**src/rtl/core/grwi_pkg.sv**
```systemverilog
// Shared types, command codes and constants for the grid ray wall intersection block.
`default_nettype none
package grwi_pkg;

    // opcodes carried in the input tuser
    localparam logic [1:0] OP_WRITE = 2'd0;
    localparam logic [1:0] OP_HCAST = 2'd1;
    localparam logic [1:0] OP_VCAST = 2'd2;

    // register indexes
    localparam logic [1:0] REG_WIDTH  = 2'd0;
    localparam logic [1:0] REG_HEIGHT = 2'd1;
    localparam logic [1:0] REG_TOL    = 2'd2;

    // controller to datapath commands
    typedef logic [3:0] cmd_t;
    localparam cmd_t CMD_NONE     = 4'd0;
    localparam cmd_t CMD_LOAD     = 4'd1;
    localparam cmd_t CMD_CLEAR    = 4'd2;
    localparam cmd_t CMD_CORDIC   = 4'd3;
    localparam cmd_t CMD_MUL      = 4'd4;
    localparam cmd_t CMD_DIV1_LD  = 4'd5;
    localparam cmd_t CMD_DIV_STEP = 4'd6;
    localparam cmd_t CMD_DIV2_LD  = 4'd7;
    localparam cmd_t CMD_POS      = 4'd8;
    localparam cmd_t CMD_CELL_A   = 4'd9;
    localparam cmd_t CMD_CELL_B   = 4'd10;
    localparam cmd_t CMD_HIT      = 4'd11;
    localparam cmd_t CMD_ADV      = 4'd12;
    localparam cmd_t CMD_OUT      = 4'd13;

    typedef struct packed {
        logic nohit;
        logic outside;
        logic wall;
        logic out_full;
    } status_t;

    localparam int CORDIC_STEPS = 16;
    localparam int DIV_W        = 48;   // divider numerator / quotient width
    localparam int DEN_W        = 20;   // divisor magnitude width
    localparam int CW           = 20;   // CORDIC x/y width, signed
    localparam int ZW           = 25;   // CORDIC angle width, signed
    localparam int POS_W        = 48;   // walk position width, signed

    localparam int QUARTER_TURN = 11520;
    localparam int HALF_TURN    = 23040;
    localparam int CORDIC_GAIN  = 39797;
    localparam int COORD_MAX    = 1048575;

    function automatic logic signed [ZW-1:0] atan_q15(input logic [3:0] i);
        logic signed [ZW-1:0] r;
        case (i)
            4'd0:    r = 25'sd1474560;
            4'd1:    r = 25'sd870484;
            4'd2:    r = 25'sd459940;
            4'd3:    r = 25'sd233473;
            4'd4:    r = 25'sd117189;
            4'd5:    r = 25'sd58652;
            4'd6:    r = 25'sd29333;
            4'd7:    r = 25'sd14667;
            4'd8:    r = 25'sd7334;
            4'd9:    r = 25'sd3667;
            4'd10:   r = 25'sd1833;
            4'd11:   r = 25'sd917;
            4'd12:   r = 25'sd458;
            4'd13:   r = 25'sd229;
            4'd14:   r = 25'sd115;
            default: r = 25'sd57;
        endcase
        return r;
    endfunction

endpackage
`default_nettype wire

```
**src/rtl/core/grwi_ctrl.sv**
```systemverilog
// Controller state machine: sequences map clearing, writes and the cast steps.
`default_nettype none
module grwi_ctrl #(
    parameter int MAP_CELLS = 4096,
    localparam int ADDR_W = $clog2(MAP_CELLS),
    localparam int CNT_W  = (ADDR_W > 6) ? ADDR_W : 6
) (
    input  wire logic                   clk,
    input  wire logic                   rst_n,
    input  wire logic                   in_valid,
    input  wire logic [1:0]             in_opcode,
    output logic                        in_ready,
    input  wire grwi_pkg::status_t      status,
    output grwi_pkg::cmd_t              cmd,
    output logic [CNT_W-1:0]            cnt
);
    localparam logic [3:0] S_CLEAR   = 4'd0;
    localparam logic [3:0] S_IDLE    = 4'd1;
    localparam logic [3:0] S_CORDIC  = 4'd2;
    localparam logic [3:0] S_MUL     = 4'd3;
    localparam logic [3:0] S_DIV1_LD = 4'd4;
    localparam logic [3:0] S_DIV1    = 4'd5;
    localparam logic [3:0] S_DIV2_LD = 4'd6;
    localparam logic [3:0] S_DIV2    = 4'd7;
    localparam logic [3:0] S_POS     = 4'd8;
    localparam logic [3:0] S_CELL_A  = 4'd9;
    localparam logic [3:0] S_CELL_B  = 4'd10;
    localparam logic [3:0] S_CELL_C  = 4'd11;
    localparam logic [3:0] S_OUT     = 4'd12;

    logic [3:0]       state_reg, state_next;
    logic [CNT_W-1:0] cnt_reg, cnt_next;

    assign cnt = cnt_reg;

    always_comb
    begin
        state_next = state_reg;
        cnt_next   = cnt_reg;
        cmd        = grwi_pkg::CMD_NONE;
        in_ready   = 1'b0;
        unique case (state_reg)
            S_CLEAR:
            begin
                cmd      = grwi_pkg::CMD_CLEAR;
                cnt_next = cnt_reg + 1'b1;
                if (cnt_reg == CNT_W'(MAP_CELLS - 1))
                begin
                    cnt_next   = '0;
                    state_next = S_IDLE;
                end
            end
            S_IDLE:
            begin
                in_ready = 1'b1;
                if (in_valid)
                begin
                    cmd = grwi_pkg::CMD_LOAD;
                    if (in_opcode == grwi_pkg::OP_HCAST || in_opcode == grwi_pkg::OP_VCAST)
                    begin
                        cnt_next   = '0;
                        state_next = S_CORDIC;
                    end
                end
            end
            S_CORDIC:
            begin
                cmd      = grwi_pkg::CMD_CORDIC;
                cnt_next = cnt_reg + 1'b1;
                if (cnt_reg == CNT_W'(grwi_pkg::CORDIC_STEPS - 1))
                    state_next = S_MUL;
            end
            S_MUL:
            begin
                cmd        = grwi_pkg::CMD_MUL;
                state_next = status.nohit ? S_OUT : S_DIV1_LD;
            end
            S_DIV1_LD:
            begin
                cmd        = grwi_pkg::CMD_DIV1_LD;
                cnt_next   = '0;
                state_next = S_DIV1;
            end
            S_DIV1:
            begin
                cmd      = grwi_pkg::CMD_DIV_STEP;
                cnt_next = cnt_reg + 1'b1;
                if (cnt_reg == CNT_W'(grwi_pkg::DIV_W - 1))
                    state_next = S_DIV2_LD;
            end
            S_DIV2_LD:
            begin
                cmd        = grwi_pkg::CMD_DIV2_LD;
                cnt_next   = '0;
                state_next = S_DIV2;
            end
            S_DIV2:
            begin
                cmd      = grwi_pkg::CMD_DIV_STEP;
                cnt_next = cnt_reg + 1'b1;
                if (cnt_reg == CNT_W'(grwi_pkg::DIV_W - 1))
                    state_next = S_POS;
            end
            S_POS:
            begin
                cmd        = grwi_pkg::CMD_POS;
                state_next = S_CELL_A;
            end
            S_CELL_A:
            begin
                cmd        = grwi_pkg::CMD_CELL_A;
                state_next = S_CELL_B;
            end
            S_CELL_B:
            begin
                cmd        = grwi_pkg::CMD_CELL_B;
                state_next = S_CELL_C;
            end
            S_CELL_C:
            begin
                if (status.outside)
                    state_next = S_OUT;
                else if (status.wall)
                begin
                    cmd        = grwi_pkg::CMD_HIT;
                    state_next = S_OUT;
                end
                else
                begin
                    cmd        = grwi_pkg::CMD_ADV;
                    state_next = S_CELL_A;
                end
            end
            S_OUT:
            begin
                if (!status.out_full)
                begin
                    cmd        = grwi_pkg::CMD_OUT;
                    state_next = S_IDLE;
                end
            end
            default:
                state_next = S_IDLE;
        endcase
    end

    always_ff @(posedge clk or negedge rst_n)
    begin
        if (!rst_n)
        begin
            state_reg <= S_CLEAR;
            cnt_reg   <= '0;
        end
        else
        begin
            state_reg <= state_next;
            cnt_reg   <= cnt_next;
        end
    end

endmodule
`default_nettype wire

```
**config.mk**
```make
export PLATFORM = sky130hd
export DESIGN_NAME = grwi_ctrl
export DESIGN_NICKNAME = d
export VERILOG_FILES = /design/src/rtl/core/grwi_pkg.sv /design/src/rtl/core/grwi_ctrl.sv
export SDC_FILE = /design/constraint.sdc
export NUM_CORES = 1
export LEC_CHECK = 0
export ABC_AREA = 0
export ABC_CLOCK_PERIOD_IN_PS = 2000
export BUFFER_PORTS_ARGS = -buffer_cell sky130_fd_sc_hd__buf_2
export CAP_MARGIN = 20
export CORE_ASPECT_RATIO = 0.7
export CORE_MARGIN = 5
export CORE_UTILIZATION = 52
export CTS_BUF_LIST = sky130_fd_sc_hd__clkbuf_4 sky130_fd_sc_hd__clkbuf_8
export DETAILED_ROUTE_END_ITERATION = 12
export GPL_TIMING_DRIVEN = 0
export PLACE_DENSITY = 0.78
export SYNTH_ARGS = -nofsm -noshare
export SYNTH_HDL_FRONTEND = slang
export SYNTH_SLANG_ARGS = --single-unit
```
**constraint.sdc**
```tcl
create_clock -name clk -period 2 [get_ports clk]
set_input_delay 0.2 -clock clk [delete_from_list [all_inputs] [get_ports clk]]
set_output_delay 0.2 -clock clk [all_outputs]
set_load 0.03 [all_outputs]
```
# Word-level counts from Yosys, hierarchy flattened
# Index checks and enable logic that the tools add are counted.
# W data, S select, Z words.
# word_totals
ff_bits	16
# op_classes
n_addsub	1
n_mux	21
n_eq_ne	24
n_reduce_logical	8
# op_table
cell	n
$pmux W4 S13	1
$pmux W12 S4	1
$pmux W4 S12	1
$mux W4	10
$mux W12	3
$eq A4 B4 Y1 const B	5
$eq A4 B3 Y1 const B	4
$ne A2 B2 Y1 const B	7
$add A12 B1 Y12 const B	1
$eq A12 B12 Y1 const B	1
$eq A12 B4 Y1 const B	1
$eq A12 B6 Y1 const B	1
$mux W3	3
$eq A4 B2 Y1 const B	2
$reduce_and A7 Y1	1
$eq A4 B1 Y1 const B	1
$logic_not A4 Y1	1
$reduce_bool A4 Y1	1
$reduce_or A2 Y1	2
$reduce_and A3 Y1	1
$reduce_or A3 Y1	1
$eq A2 B1 Y1 const B	1
$eq A2 B2 Y1 const B	1
$mux W1	2
$logic_or A1 B1 Y1	1

# Depth between registers and ports, before layout
# Gate-level depths: netlist of run 1.
# depth
word_depth	5
depth_mapped	9
ltp_nobuf	7

# Least setup slack after synthesis of run 1
# OpenSTA, ideal clock, no wires.
# synth_path
kind	reg2out
from	register state_reg[2]
to	output port cmd[2]
slack_ps	-89
path_stages_with_launch	6
arrival_time_ps	1889
path_cell_list	dfrtp_1 > inv_1 > ha_1 > mux2_2 > a2111oi_0 > nor2_1
# synth_via
elab_chain_cells	3
word_cells_on_any_way	15
cone_classes	12 x eq/ne; 1 x mux; 2 x reduce/logical
# synth_lines
element	line	rtl
from (decl)	grwi_ctrl.sv:31	logic [3:0] state_reg, state_next;
from (signal assigned)	grwi_ctrl.sv:156	state_reg <= state_next;
$eq A4 B3 Y1	grwi_ctrl.sv:42	unique case (state_reg)
$reduce_or A2 Y1 (no source line)	n/a	
$pmux W4 S12 (*)	grwi_ctrl.sv:42	
to (decl)	grwi_ctrl.sv:14	output grwi_pkg::cmd_t cmd,
# Mark *: on every way between the ends. The rest lies on a longest branch, timed or not.

# Worst setup path in the final report of run 1
# layout_path
from	register state_reg[3]
to	register state_reg[0]
# layout_via
elab_chain_cells	3
word_cells_on_any_way	22
cone_classes	19 x eq/ne; 1 x mux; 2 x reduce/logical
# layout_lines
element	line
$eq A4 B3 Y1 (tied with other cells)	grwi_ctrl.sv:42
$ne A2 B2 Y1 (no source line)	n/a
$reduce_and A7 Y1 (no source line)	n/a
# Parallel ways exist; a longest one is shown, timed or not.
# A chain may end at the register's enable or synchronous reset.

==> reports/results.tsv, run 1 <==
stage	metric	value	unit
route	WL final	4160	um
logic_synthesis	Mapped Cells	172	
cts	Max clock buf depth	2	
timing	final setup TNS	-399	ps
cts	CTS tree	yes	
floorplan	Horiz. Die Dim	71.8	um
logic_synthesis	Syn Nets	189	
finish	final net count	230	
route	post-route ant nets	0	
floorplan	Row Count	15	
timing	post-layout minimum cycle time	2080	ps
global_routing	first-pass GRT wire length	6580	um
timing	RSZ-0062 raised after global routing	yes	
finish	Ant. Diodes	0	
power_and_ir_drop	Sw Ratio	49.2	%
logic_synthesis	Primary FF master, synth	dfrtp_1	
place	gpl congestion	0.954	
timing	max_slew headroom	66.4	%
cts	H-tree levels	1	
route	router iterations before antenna repair	5	
power_and_ir_drop	Pwr per Cell Area	1680	nW/um^2
logic_synthesis	async set or reset register ratio after synthesis	100	%
route	vias per std cell	6.33	
timing	worst slew pin tran	503	ps
power_and_ir_drop	P_sw	0.00156	W
critical_path	WP data required	2140	ps
power_and_ir_drop	sequential power share	18.0	%
timing	worst hold slack	418	ps
min_path	hold crit path type	input pin to asynchronous set/reset pin	
timing	Max Freq	481	MHz
logic_synthesis	Seq/Total Area, Yosys	28.8	%
route	DR DRC count	0	
logic_synthesis	Post-Syn Area	1390	sq um
place	DP HPWL	2750	um
global_routing	largest net degree at the start of global routing	17	
finish	most frequent cells in the layout	buf_2 (22), nor2_1 (17), nand2_1 (16)	
place	pre-CTS setup slack	-194	ps
route	First DRT Iteration DRCs	256	
floorplan	Core Region	2510	sq um
critical_path	crit path kind	flip-flop to flip-flop	
logic_synthesis	EDFF count, synth	0	
critical_path	CP arrival	2220	ps
place	I/O Buffers	25	
cts	clock sinks	16	
outcome	failing checks	setup timing	
timing	period utilization	104	%
critical_path	crit path max fanout	10	
floorplan	die span in y	53.3	um
power_and_ir_drop	Power Internal	0.00161	W
logic_synthesis	synth warn	0	
global_routing	GRT overflow	0	
cts	total CTS buffers	3	
power_and_ir_drop	Peak VDD IR	0.890	mV
finish	most common cell after layout, fill and taps aside	buf_2	
floorplan	Initial Util	55.3	%
timing	fin. max-slew vios	0	
critical_path	CP Capture Type	flip-flop	
power_and_ir_drop	clock share of power	9.3	%
finish	Layout area overhead	35.3	%
floorplan	die area	3830	sq um
cts	Worst-path clk slew	60	ps
timing	Setup WS post-layout	-78.7	ps
route	via count of the routed design	1558	
global_routing	initial antenna violation count	0	
run	max-cap violation count	0	
logic_synthesis	Netlist cell types	46	
finish	max reg flops	12	
outcome	status	finished with violations	
cts	Clk Latency, worst-skew pair	250	ps
timing	Clock Skew	2.43	ps
logic_synthesis	Yosys reg bits	16	
power_and_ir_drop	Gate power share	72.7	%
floorplan	# IOs	26	
power_and_ir_drop	Leakage	0.855	nW
timing	final setup fails	9	
finish	fraction of layout cells with a size suffix above 1	37.7	%
route	wire per inst	16.9	um
critical_path	Critical Path Source Type	flip-flop	
global_routing	number of global-route vias before repair	1334	
global_routing	Total GRT Usage	22.4	%
timing	Final Hold Viols	0	
logic_synthesis	Syn Area/Cell	8.09	sq um
cts	clock root buffer	clkbuf_8	
layer usage:
| metal | vias up | GRT usage, % | share of wire (%) |
|---|---|---|---|
| met1 | 703 | 31.1 | 41 |
| met5 | - | 0 | 0 |
| met3 | 10 | 5.31 | 14 |
| met4 | 0 | 5.00 | 1.4 |
| met2 | 132 | 35.4 | 44 |
| li1 | 713 | - | - |
final timing paths:
check                                               from                        to  slack (ps)  cells past startpoint
worst max-delay path            state_reg[3]$_DFFE_PN0P_  state_reg[0]$_DFFE_PN0P_         -80                      8
worst min-delay path                               rst_n        cnt[4]$_DFFE_PN0P_         420                      2
worst max register to register  state_reg[3]$_DFFE_PN0P_  state_reg[0]$_DFFE_PN0P_         -80                      8
worst min register to register        cnt[1]$_DFFE_PN0P_        cnt[1]$_DFFE_PN0P_         530                      2
max in group asynchronous                          rst_n        cnt[0]$_DFFE_PN0P_        1290                      2
min in group clk                               status[3]  state_reg[3]$_DFFE_PN0P_         430                      5
stage by stage:
step           area (sq um)  total power [W]  util (%)  cells
3_5_place_dp           1580          0.00240      62.7    231
2_1_floorplan          1410          0.00199         -    172
6_report               1880          0.00317      74.9    246
4_1_cts                1790          0.00294      71.3    241
3_3_place_gp           1580          0.00236      62.7    231
5_1_grt                1880          0.00338      74.9    246
power by group through the flow:
stage | Sequential (W) | Clock (W) | Combinational (W)
finish | 0.000571 | 0.000295 | 0.00230
global route | 0.000586 | 0.000317 | 0.00248
CTS | 0.000561 | 0.000299 | 0.00208
detailed placement | 0.000549 | 0 | 0.00185
global placement | 0.000541 | 0 | 0.00182
floorplan | 0.000636 | 0 | 0.00135
what timing repair did:
| item | CTS | global route |
|---|---|---|
| setup endpoints to repair | 16 | 15 |
| cloned | 0 | 1 |
| pin swaps | 4 | 2 |
| hold endpoints to repair | 16 | 0 |
| gates resized for setup | 30 | 13 |
| setup buffers | 6 | 4 |
| hold buffers | 1 | 0 |
worst max-delay path, cell delays in order (launching register included):
cell and delay [ps]:
dfrtp_2 460, inv_4 70, ha_2 200, clkbuf_8 170, nand2_1 130, o21ai_1 100
a211oi_2 270, o21a_1 220, mux2_2 340
final cells by class:
type	instances	area, sq um
tap	34	42.5
buffer	8	77.6
timing repair buffer	37	225
clock buffer	4	55.1
sequential	16	405
inverter	6	27.5
multi-input combinational	141	1050
fill	178	632
synth_stat cells (2+ instances only):
library cell / n / area share, %
buf_2: 2 / 0.72
dfrtp_1: 16 / 29
o21ai_1: 2 / 0.72
buf_4: 2 / 1.1
nor2b_1: 6 / 2.7
nand4_1: 2 / 0.90
nor3_1: 8 / 2.9
o22a_1: 2 / 1.3
o22ai_1: 2 / 0.90
a2111oi_0: 2 / 1.3
and3_1: 4 / 1.8
ha_1: 8 / 7.2
buf_6: 2 / 1.6
mux2i_1: 2 / 1.4
o21ai_0: 14 / 5.0
a22o_1: 6 / 3.8
clkbuf_1: 3 / 0.81
inv_1: 6 / 1.6
a211o_1: 2 / 1.3
mux2_2: 4 / 3.2
a21oi_1: 9 / 3.2
nand2b_1: 2 / 0.90
nand2_1: 16 / 4.3
nor2_1: 17 / 4.6
nand3_1: 6 / 2.2
nor4_1: 7 / 3.1
cells by family after synthesis:
| family | count (synthesis) | share of synthesized area [%] |
|---|---|---|
| compound gates | 49 | 23.7 |
| xor+xnor | 1 | 0.630 |
| fa+ha+maj | 8 | 7.19 |
| buf+inv | 15 | 5.84 |
| flops | 16 | 28.8 |
| mux | 6 | 4.68 |
| simple gates | 77 | 29.1 |
Note: power is estimated with default switching activity, not from simulation.
==> run 2: changes to the inputs <==
--- a/config.mk
+++ b/config.mk
@@ -11,11 +11,10 @@
 export CAP_MARGIN = 20
 export CORE_ASPECT_RATIO = 0.7
 export CORE_MARGIN = 5
-export CORE_UTILIZATION = 52
+export CORE_UTILIZATION = 30
 export CTS_BUF_LIST = sky130_fd_sc_hd__clkbuf_4 sky130_fd_sc_hd__clkbuf_8
 export DETAILED_ROUTE_END_ITERATION = 12
 export GPL_TIMING_DRIVEN = 0
-export PLACE_DENSITY = 0.78
 export SYNTH_ARGS = -nofsm -noshare
 export SYNTH_HDL_FRONTEND = slang
 export SYNTH_SLANG_ARGS = --single-unit
==> reports/results.tsv, run 2 (synthesis results as in run 1) <==
stage	metric	value	unit	change
finish	fillcell total	426		was 178
route	router iterations before antenna repair	4		was 5
timing	RSZ-0062 raised after global routing	yes		unchanged
finish	final net count	240		was 230
timing	period utilization	104	%	about the same
cts	total CTS buffers	3		unchanged
global_routing	GRT overflow	0		unchanged
timing	max_slew headroom	64.3	%	was 66.4%
finish	Layout area overhead	48.0	%	was 35.3%
finish	max reg flops	12		unchanged
power_and_ir_drop	Pwr per Cell Area	1630	nW/um^2	was 1680 nW/um^2
route	vias per std cell	5.30		was 6.33
timing	worst slew pin tran	533	ps	was 503 ps
min_path	hold crit path type	input pin to asynchronous set/reset pin		unchanged
finish	Layout Cells excl Fill	277		was 246
timing	Max Freq	482	MHz	was 481 MHz
place	gpl congestion	0.888		was 0.954
global_routing	GR Util met2	20.8	%	was 35.4%
finish	most frequent cells in the layout	buf_2 (23), buf_4 (19), nor2_1 (17)		was buf_2 (22), nor2_1 (17), nand2_1 (16)
route	WL final	4120	um	was 4160 um
timing	final setup fails	4		was 9
finish	Ant. Diodes	0		unchanged
place	pre-CTS setup slack	-258	ps	was -194 ps
place	I/O Buffers	25		unchanged
critical_path	CP Capture Type	output port		was flip-flop
floorplan	Initial Util	31.6	%	was 55.3%
global_routing	number of global-route vias before repair	1317		was 1334
place	placed insts	252		was 231
cts	H-tree levels	1		unchanged
global_routing	largest net degree at the start of global routing	17		unchanged
floorplan	# IOs	26		unchanged
critical_path	WP data required	1800	ps	was 2140 ps
critical_path	Critical Path Source Type	flip-flop		unchanged
route	post-route ant nets	0		unchanged
timing	Final Hold Viols	0		unchanged
critical_path	crit path kind	flip-flop to output port		was flip-flop to flip-flop
floorplan	Horiz. Die Dim	91.4	um	was 71.8 um
global_routing	first-pass GRT wire length	6420	um	was 6580 um
route	First DRT Iteration DRCs	171		was 256
route	via count of the routed design	1469		was 1558
cts	clock root buffer	clkbuf_8		unchanged
power_and_ir_drop	Peak VDD IR	0.511	mV	was 0.890 mV
critical_path	r2r startpoint	state_reg[3]$_DFFE_PN0P_		unchanged
floorplan	die area	6120	sq um	was 3830 sq um
global_routing	initial antenna violation count	0		unchanged
global_routing	most used routing layer	met2		unchanged
finish	most common cell after layout, fill and taps aside	buf_2		unchanged
place	DP HPWL	2800	um	was 2750 um
timing	post-layout minimum cycle time	2080	ps	about the same
global_routing	M3 GR Usage	2.48	%	was 5.31%
timing	Setup WS post-layout	-75.1	ps	was -78.7 ps
cts	CTS tree	yes		unchanged
power_and_ir_drop	Leakage	0.897	nW	was 0.855 nW
critical_path	crit path max fanout	6		was 10
cts	Worst-path clk slew	70	ps	was 60 ps
timing	fin. max-slew vios	0		unchanged
outcome	status	finished with violations		unchanged
critical_path	CP arrival	1880	ps	was 2220 ps
route	wire per inst	14.9	um	was 16.9 um
critical_path	R2R setup slack	-50	ps	was -80 ps
critical_path	Crit Reg-Reg Endpoint	cnt[9]$_DFFE_PN0P_		was state_reg[0]$_DFFE_PN0P_
finish	fraction of layout cells with a size suffix above 1	44.6	%	was 37.7%
critical_path	cells on worst reg2reg path	9		was 8
global_routing	met1 Resource Use GR	18.6	%	was 31.1%
global_routing	Total GRT Usage	13.2	%	was 22.4%
route	DR DRC count	0		unchanged
cts	Clk Latency, worst-skew pair	250	ps	about the same
run	max-cap violation count	0		unchanged
floorplan	die span in y	67.0	um	was 53.3 um
cts	clock sinks	16		unchanged
floorplan	Core Region	4400	sq um	was 2510 sq um
floorplan	Row Count	20		was 15
outcome	failing checks	setup timing		unchanged
cts	Max clock buf depth	2		unchanged
timing	Clock Skew	3.29	ps	was 2.43 ps
## run 2: changes by cell type in the layout (fill, tap and decap cells not counted), moves of 2 or more
| cell | previous run | this run |
|---|---|---|
| ha_4 | 3 | 5 |
| nor4_1 | 6 | 3 |
| clkbuf_2 | 0 | 2 |
| buf_4 | 15 | 19 |
| mux2_2 | 3 | 1 |
| clkbuf_4 | 3 | 0 |
| mux2_4 | 1 | 3 |
| nor4_2 | 0 | 4 |
| buf_6 | 3 | 9 |
## run 2: layout make-up
cell class              instances  area [sq um]  share of cell area [%]
repair buffers                 46           312                    15.1
multi-input cells             141          1100                    53.6
flip-flops and latches         16           405                    19.7
clock buffers                   4          55.1                    2.67
well taps                      55          68.8                    3.34
inverters                       6          31.3                    1.52
plain buffers                   9          82.6                    4.01
## run 2: worst max path at each step
| stage | start | to | slack [ps] | cells after the start |
|---|---|---|---|---|
| floorplan | state_reg[2]$_DFFE_PN0P_ | cnt[9]$_DFFE_PN0P_ | 0.2 | 9 |
| global placement | state_reg[2]$_DFFE_PN0P_ | cmd[2] | -240 | 7 |
| detailed placement | state_reg[2]$_DFFE_PN0P_ | cmd[2] | -260 | 7 |
| CTS | state_reg[2]$_DFFE_PN0P_ | cmd[0] | -70 | 7 |
| global route | state_reg[3]$_DFFE_PN0P_ | cmd[0] | -150 | 8 |
| finish | state_reg[3]$_DFFE_PN0P_ | cmd[0] | -80 | 8 |
## run 2: metal layers
layer,wire (um),share of wire (%)
met1,2060,50
met3,145,3.5
met2,1890,46
met5,0,0
met4,28,0.68
## run 2: metrics by stage
| stage | cell area, sq um | power (W) | TNS [ps] | utilization [%] | hold WS, ps |
|---|---|---|---|---|---|
| after CTS | 1910 | 0.00312 | -346 | 43.4 | 395 |
| final | 2060 | 0.00336 | -194 | 46.8 | 397 |
| after global routing | 2060 | 0.00357 | -543 | 46.8 | 460 |
| after detailed placement | 1600 | 0.00241 | -2430 | 36.4 | 137 |
| after global placement | 1600 | 0.00240 | -2240 | 36.4 | 135 |
| after floorplan | 1410 | 0.00199 | 0 | - | -95.6 |
## run 2: repair_timing
action / in CTS / in global routing
gates resized for setup: 35 / 21
buffers inserted: 12 / 7
hold buffers: 1 / 0
pin swaps: 8 / 2
endpoints found under the hold margin: 16 / 0
cloned: 1 / 0
setup endpoints to repair: 15 / 17
## run 2: critical path, cell delays in order (launching register included)
cell,delay [ps]
dfrtp_2,460
inv_4,110
ha_4,160
buf_6,120
clkinvlp_4,130
o22ai_1,190
nand2_1,110
a31oi_1,160
buf_4,180
## run 2: power by group
| part | switching (W) | total [W] | internal (W) |
|---|---|---|---|
| Clock | 0.000116 | 0.000291 | 0.000175 |
| Combinational | 0.00137 | 0.00250 | 0.00114 |
| Sequential | 0.000138 | 0.000562 | 0.000424 |
==> run 3: changes to the inputs <==
--- a/config.mk
+++ b/config.mk
@@ -5,7 +5,7 @@
 export SDC_FILE = /design/constraint.sdc
 export NUM_CORES = 1
 export LEC_CHECK = 0
-export ABC_AREA = 0
+export ABC_AREA = 1
 export ABC_CLOCK_PERIOD_IN_PS = 2000
 export BUFFER_PORTS_ARGS = -buffer_cell sky130_fd_sc_hd__buf_2
 export CAP_MARGIN = 20
==> reports/results.tsv, run 3 <==
stage	metric	value	unit	change
logic_synthesis	fraction of the mapped netlist area in simple logic gates	42.6	%	was 29.1%
finish	Layout area overhead	27.2	%	was 48.0%
floorplan	Initial Util	30.3	%	was 31.6%
route	vias per std cell	4.75		was 5.30
critical_path	CP arrival	1740	ps	was 1880 ps
timing	max_slew headroom	73.2	%	was 64.3%
global_routing	Total GRT Usage	12.7	%	was 13.2%
power_and_ir_drop	Leakage	0.984	nW	was 0.897 nW
timing	post-layout minimum cycle time	1940	ps	was 2080 ps
critical_path	WP data required	1800	ps	about the same
route	post-route ant nets	0		unchanged
cts	H-tree levels	1		unchanged
logic_synthesis	Seq/Total Area, Yosys	28.1	%	was 28.8%
critical_path	Critical Path Source Type	flip-flop		unchanged
floorplan	die area	6260	sq um	was 6120 sq um
timing	worst hold slack	327	ps	was 397 ps
logic_synthesis	synth top area cells	dfrtp_1 (28%), nand2_1 (19%), inv_1 (9.2%), nor2_1 (9.2%), ha_1 (7.0%)		was dfrtp_1 (29%), ha_1 (7.2%), o21ai_0 (5.0%), nor2_1 (4.6%), nand2_1 (4.3%)
floorplan	die span in y	67.7	um	was 67.0 um
timing	worst slew pin tran	403	ps	was 533 ps
finish	fraction of layout cells with a size suffix above 1	24.5	%	was 44.6%
place	pre-CTS setup slack	96.4	ps	was -258 ps
cts	Clk Latency, worst-skew pair	250	ps	about the same
logic_synthesis	async set or reset register ratio after synthesis	100	%	unchanged
timing	Max Freq	516	MHz	was 482 MHz
global_routing	largest net degree at the start of global routing	17		unchanged
place	dpl cell area	1630	sq um	was 1600 sq um
global_routing	first-pass GRT wire length	6130	um	was 6420 um
finish	Layout Cells excl Fill	318		was 277
finish	Ant. Diodes	0		unchanged
finish	fillcell total	488		was 426
logic_synthesis	complex-gate fraction of the synthesized area	10.0	%	was 23.7%
global_routing	GRT overflow	0		unchanged
floorplan	# IOs	26		unchanged
global_routing	initial antenna violation count	0		unchanged
route	DR DRC count	0		unchanged
cts	clock sinks	16		unchanged
route	wire per inst	12.1	um	was 14.9 um
finish	most frequent cells in the layout	nand2_1 (71), nor2_1 (33), inv_1 (31)		was buf_2 (23), buf_4 (19), nor2_1 (17)
route	router iterations before antenna repair	4		unchanged
logic_synthesis	Syn Nets	247		was 189
global_routing	number of global-route vias before repair	1300		was 1317
power_and_ir_drop	Design Power	0.000598	W	was 0.00336 W
cts	clock root buffer	clkbuf_8		unchanged
floorplan	Core Region	4700	sq um	was 4400 sq um
route	via count of the routed design	1512		was 1469
min_path	hold crit path type	input pin to flip-flop		was input pin to asynchronous set/reset pin
finish	area of the multi-input gates	963	sq um	was 1100 sq um
cts	total CTS buffers	3		unchanged
logic_synthesis	Primary FF master, synth	dfrtp_1		unchanged
place	placed insts	312		was 252
logic_synthesis	Adder-Cell Fraction of Synth Area	7.02	%	was 7.19%
power_and_ir_drop	Pwr per Cell Area	329	nW/um^2	was 1630 nW/um^2
place	DP HPWL	2920	um	was 2800 um
logic_synthesis	Post-Syn Area	1430	sq um	was 1390 sq um
logic_synthesis	Yosys reg bits	16		unchanged
finish	most common cell after layout, fill and taps aside	nand2_1		was buf_2
critical_path	crit path kind	flip-flop to output port		unchanged
finish	final instance area	1810	sq um	was 2060 sq um
timing	final setup fails	0		was 4
logic_synthesis	synth warn	0		unchanged
logic_synthesis	mux share of post-synthesis cell area	0	%	was 4.68%
cts	Worst-path clk slew	70	ps	about the same
cts	CTS tree	yes		unchanged
finish	final net count	280		was 240
route	WL final	3840	um	was 4120 um
critical_path	crit path max fanout	6		unchanged
place	I/O Buffers	25		unchanged
timing	Final Hold Viols	0		unchanged
logic_synthesis	post-synth top area cell	dfrtp_1		unchanged
floorplan	Horiz. Die Dim	92.4	um	was 91.4 um
outcome	status	finished clean		was finished with violations
logic_synthesis	largest family of logic cells by synthesized area	simple AND/OR/NAND/NOR gates		unchanged
run	max-cap violation count	0		unchanged
timing	period utilization	96.9	%	was 104%
logic_synthesis	Netlist cell types	24		was 46
finish	register area	404	sq um	was 405 sq um
logic_synthesis	Syn Area/Cell	6.20	sq um	was 8.09 sq um
logic_synthesis	top-count cell post-synth	nand2_1		was nor2_1
timing	fin. max-slew vios	0		unchanged
timing	Setup WS post-layout	61.9	ps	was -75.1 ps
logic_synthesis	top post-synthesis cells by count	nand2_1 (71), inv_1 (35), nor2_1 (35)		was nor2_1 (17), dfrtp_1 (16), nand2_1 (16)
finish	max reg flops	12		unchanged
logic_synthesis	Mapped Cells	230		was 172
critical_path	CP Capture Type	output port		unchanged
logic_synthesis	Synth Area in XOR/XNOR	1.23	%	was 0.629%
place	gpl congestion	0.865		was 0.888
logic_synthesis	EDFF count, synth	0		unchanged
cts	Max clock buf depth	2		unchanged
floorplan	Row Count	21		was 20
logic_synthesis	Yosys top cell area share	28.1	%	was 28.8%
timing	Clock Skew	1.87	ps	was 3.29 ps
route	First DRT Iteration DRCs	121		was 171
power_and_ir_drop	Peak VDD IR	0.176	mV	was 0.511 mV
-- run 3: layout make-up --
type / count / share of cell area, %
Buffer: 1 / 0.621
Clock buffer: 3 / 2.28
Inverter: 39 / 8.48
Multi-Input combinational cell: 174 / 53.1
Sequential cell: 16 / 22.3
Tap cell: 57 / 3.93
Timing Repair Buffer: 28 / 9.31
-- run 3: repair_timing --
| item | CTS | global route |
|---|---|---|
| pin swaps | 0 | 6 |
| resized for setup | 5 | 31 |
| hold buffers | 1 | 0 |
| endpoints found under the hold margin | 16 | 0 |
| setup endpoints to repair | 3 | 3 |
| setup buffers | 1 | 1 |
-- run 3: through the flow --
step                utilization, %  setup TNS, ps
floorplan                        -              0
global placement              34.6              0
detailed placement            34.6              0
CTS                           36.2              0
global route                  38.6          -95.5
finish                        38.6              0
-- run 3: logic make-up (layout without fill, tap and decap cells) --
kind of cell	Yosys count	in the layout
AOI/OAI and AO/OA	24	24
xor gates and xnor gates	2	2
adders and majority gates	8	8
buffers and inverters	40	71
DFF	16	16
and+or+nand+nor	140	140
-- run 3: metal layers --
metal / vias up / GRT usage, % / part of all wire (%) / routed length, um
li1: 789 / - / - / -
met1: 672 / 18.7 / 52 / 2000
met2: 47 / 17.6 / 40 / 1550
met3: 4 / 4.12 / 6.9 / 264
met4: 0 / 2.78 / 0.68 / 26
met5: - / 0 / 0 / 0
-- run 3: power breakdown --
part | switching, W | internal, W | total, W
clock | 0.000117 | 0.000134 | 0.000251
combinational | 0.0000143 | 0.00000849 | 0.0000227
sequential | 0 | 0.000323 | 0.000323
-- run 3: final timing paths --
| kind | to | slack [ps] | cells past startpoint | from |
|---|---|---|---|---|
| max | cmd[2] | 60 | 8 | state_reg[1]$_DFFE_PN0P_ |
| max reg2reg | cnt[5]$_DFFE_PN0P_ | 160 | 10 | state_reg[2]$_DFFE_PN0P_ |
| min in group asynchronous | cnt[5]$_DFFE_PN0P_ | 400 | 2 | rst_n |
| min reg2reg | cnt[1]$_DFFE_PN0P_ | 570 | 2 | cnt[1]$_DFFE_PN0P_ |
| min | state_reg[3]$_DFFE_PN0P_ | 330 | 5 | status[3] |
| max in group asynchronous | state_reg[1]$_DFFE_PN0P_ | 1280 | 2 | rst_n |
-- run 3: critical path, stage by stage (launching register included) --
cell and delay (ps):
dfrtp_2 450, inv_1 180, nand2_1 180, nor2_2 170
nor2_2 60, nand3_1 110, inv_2 60, a21oi_2 120
buf_6 140
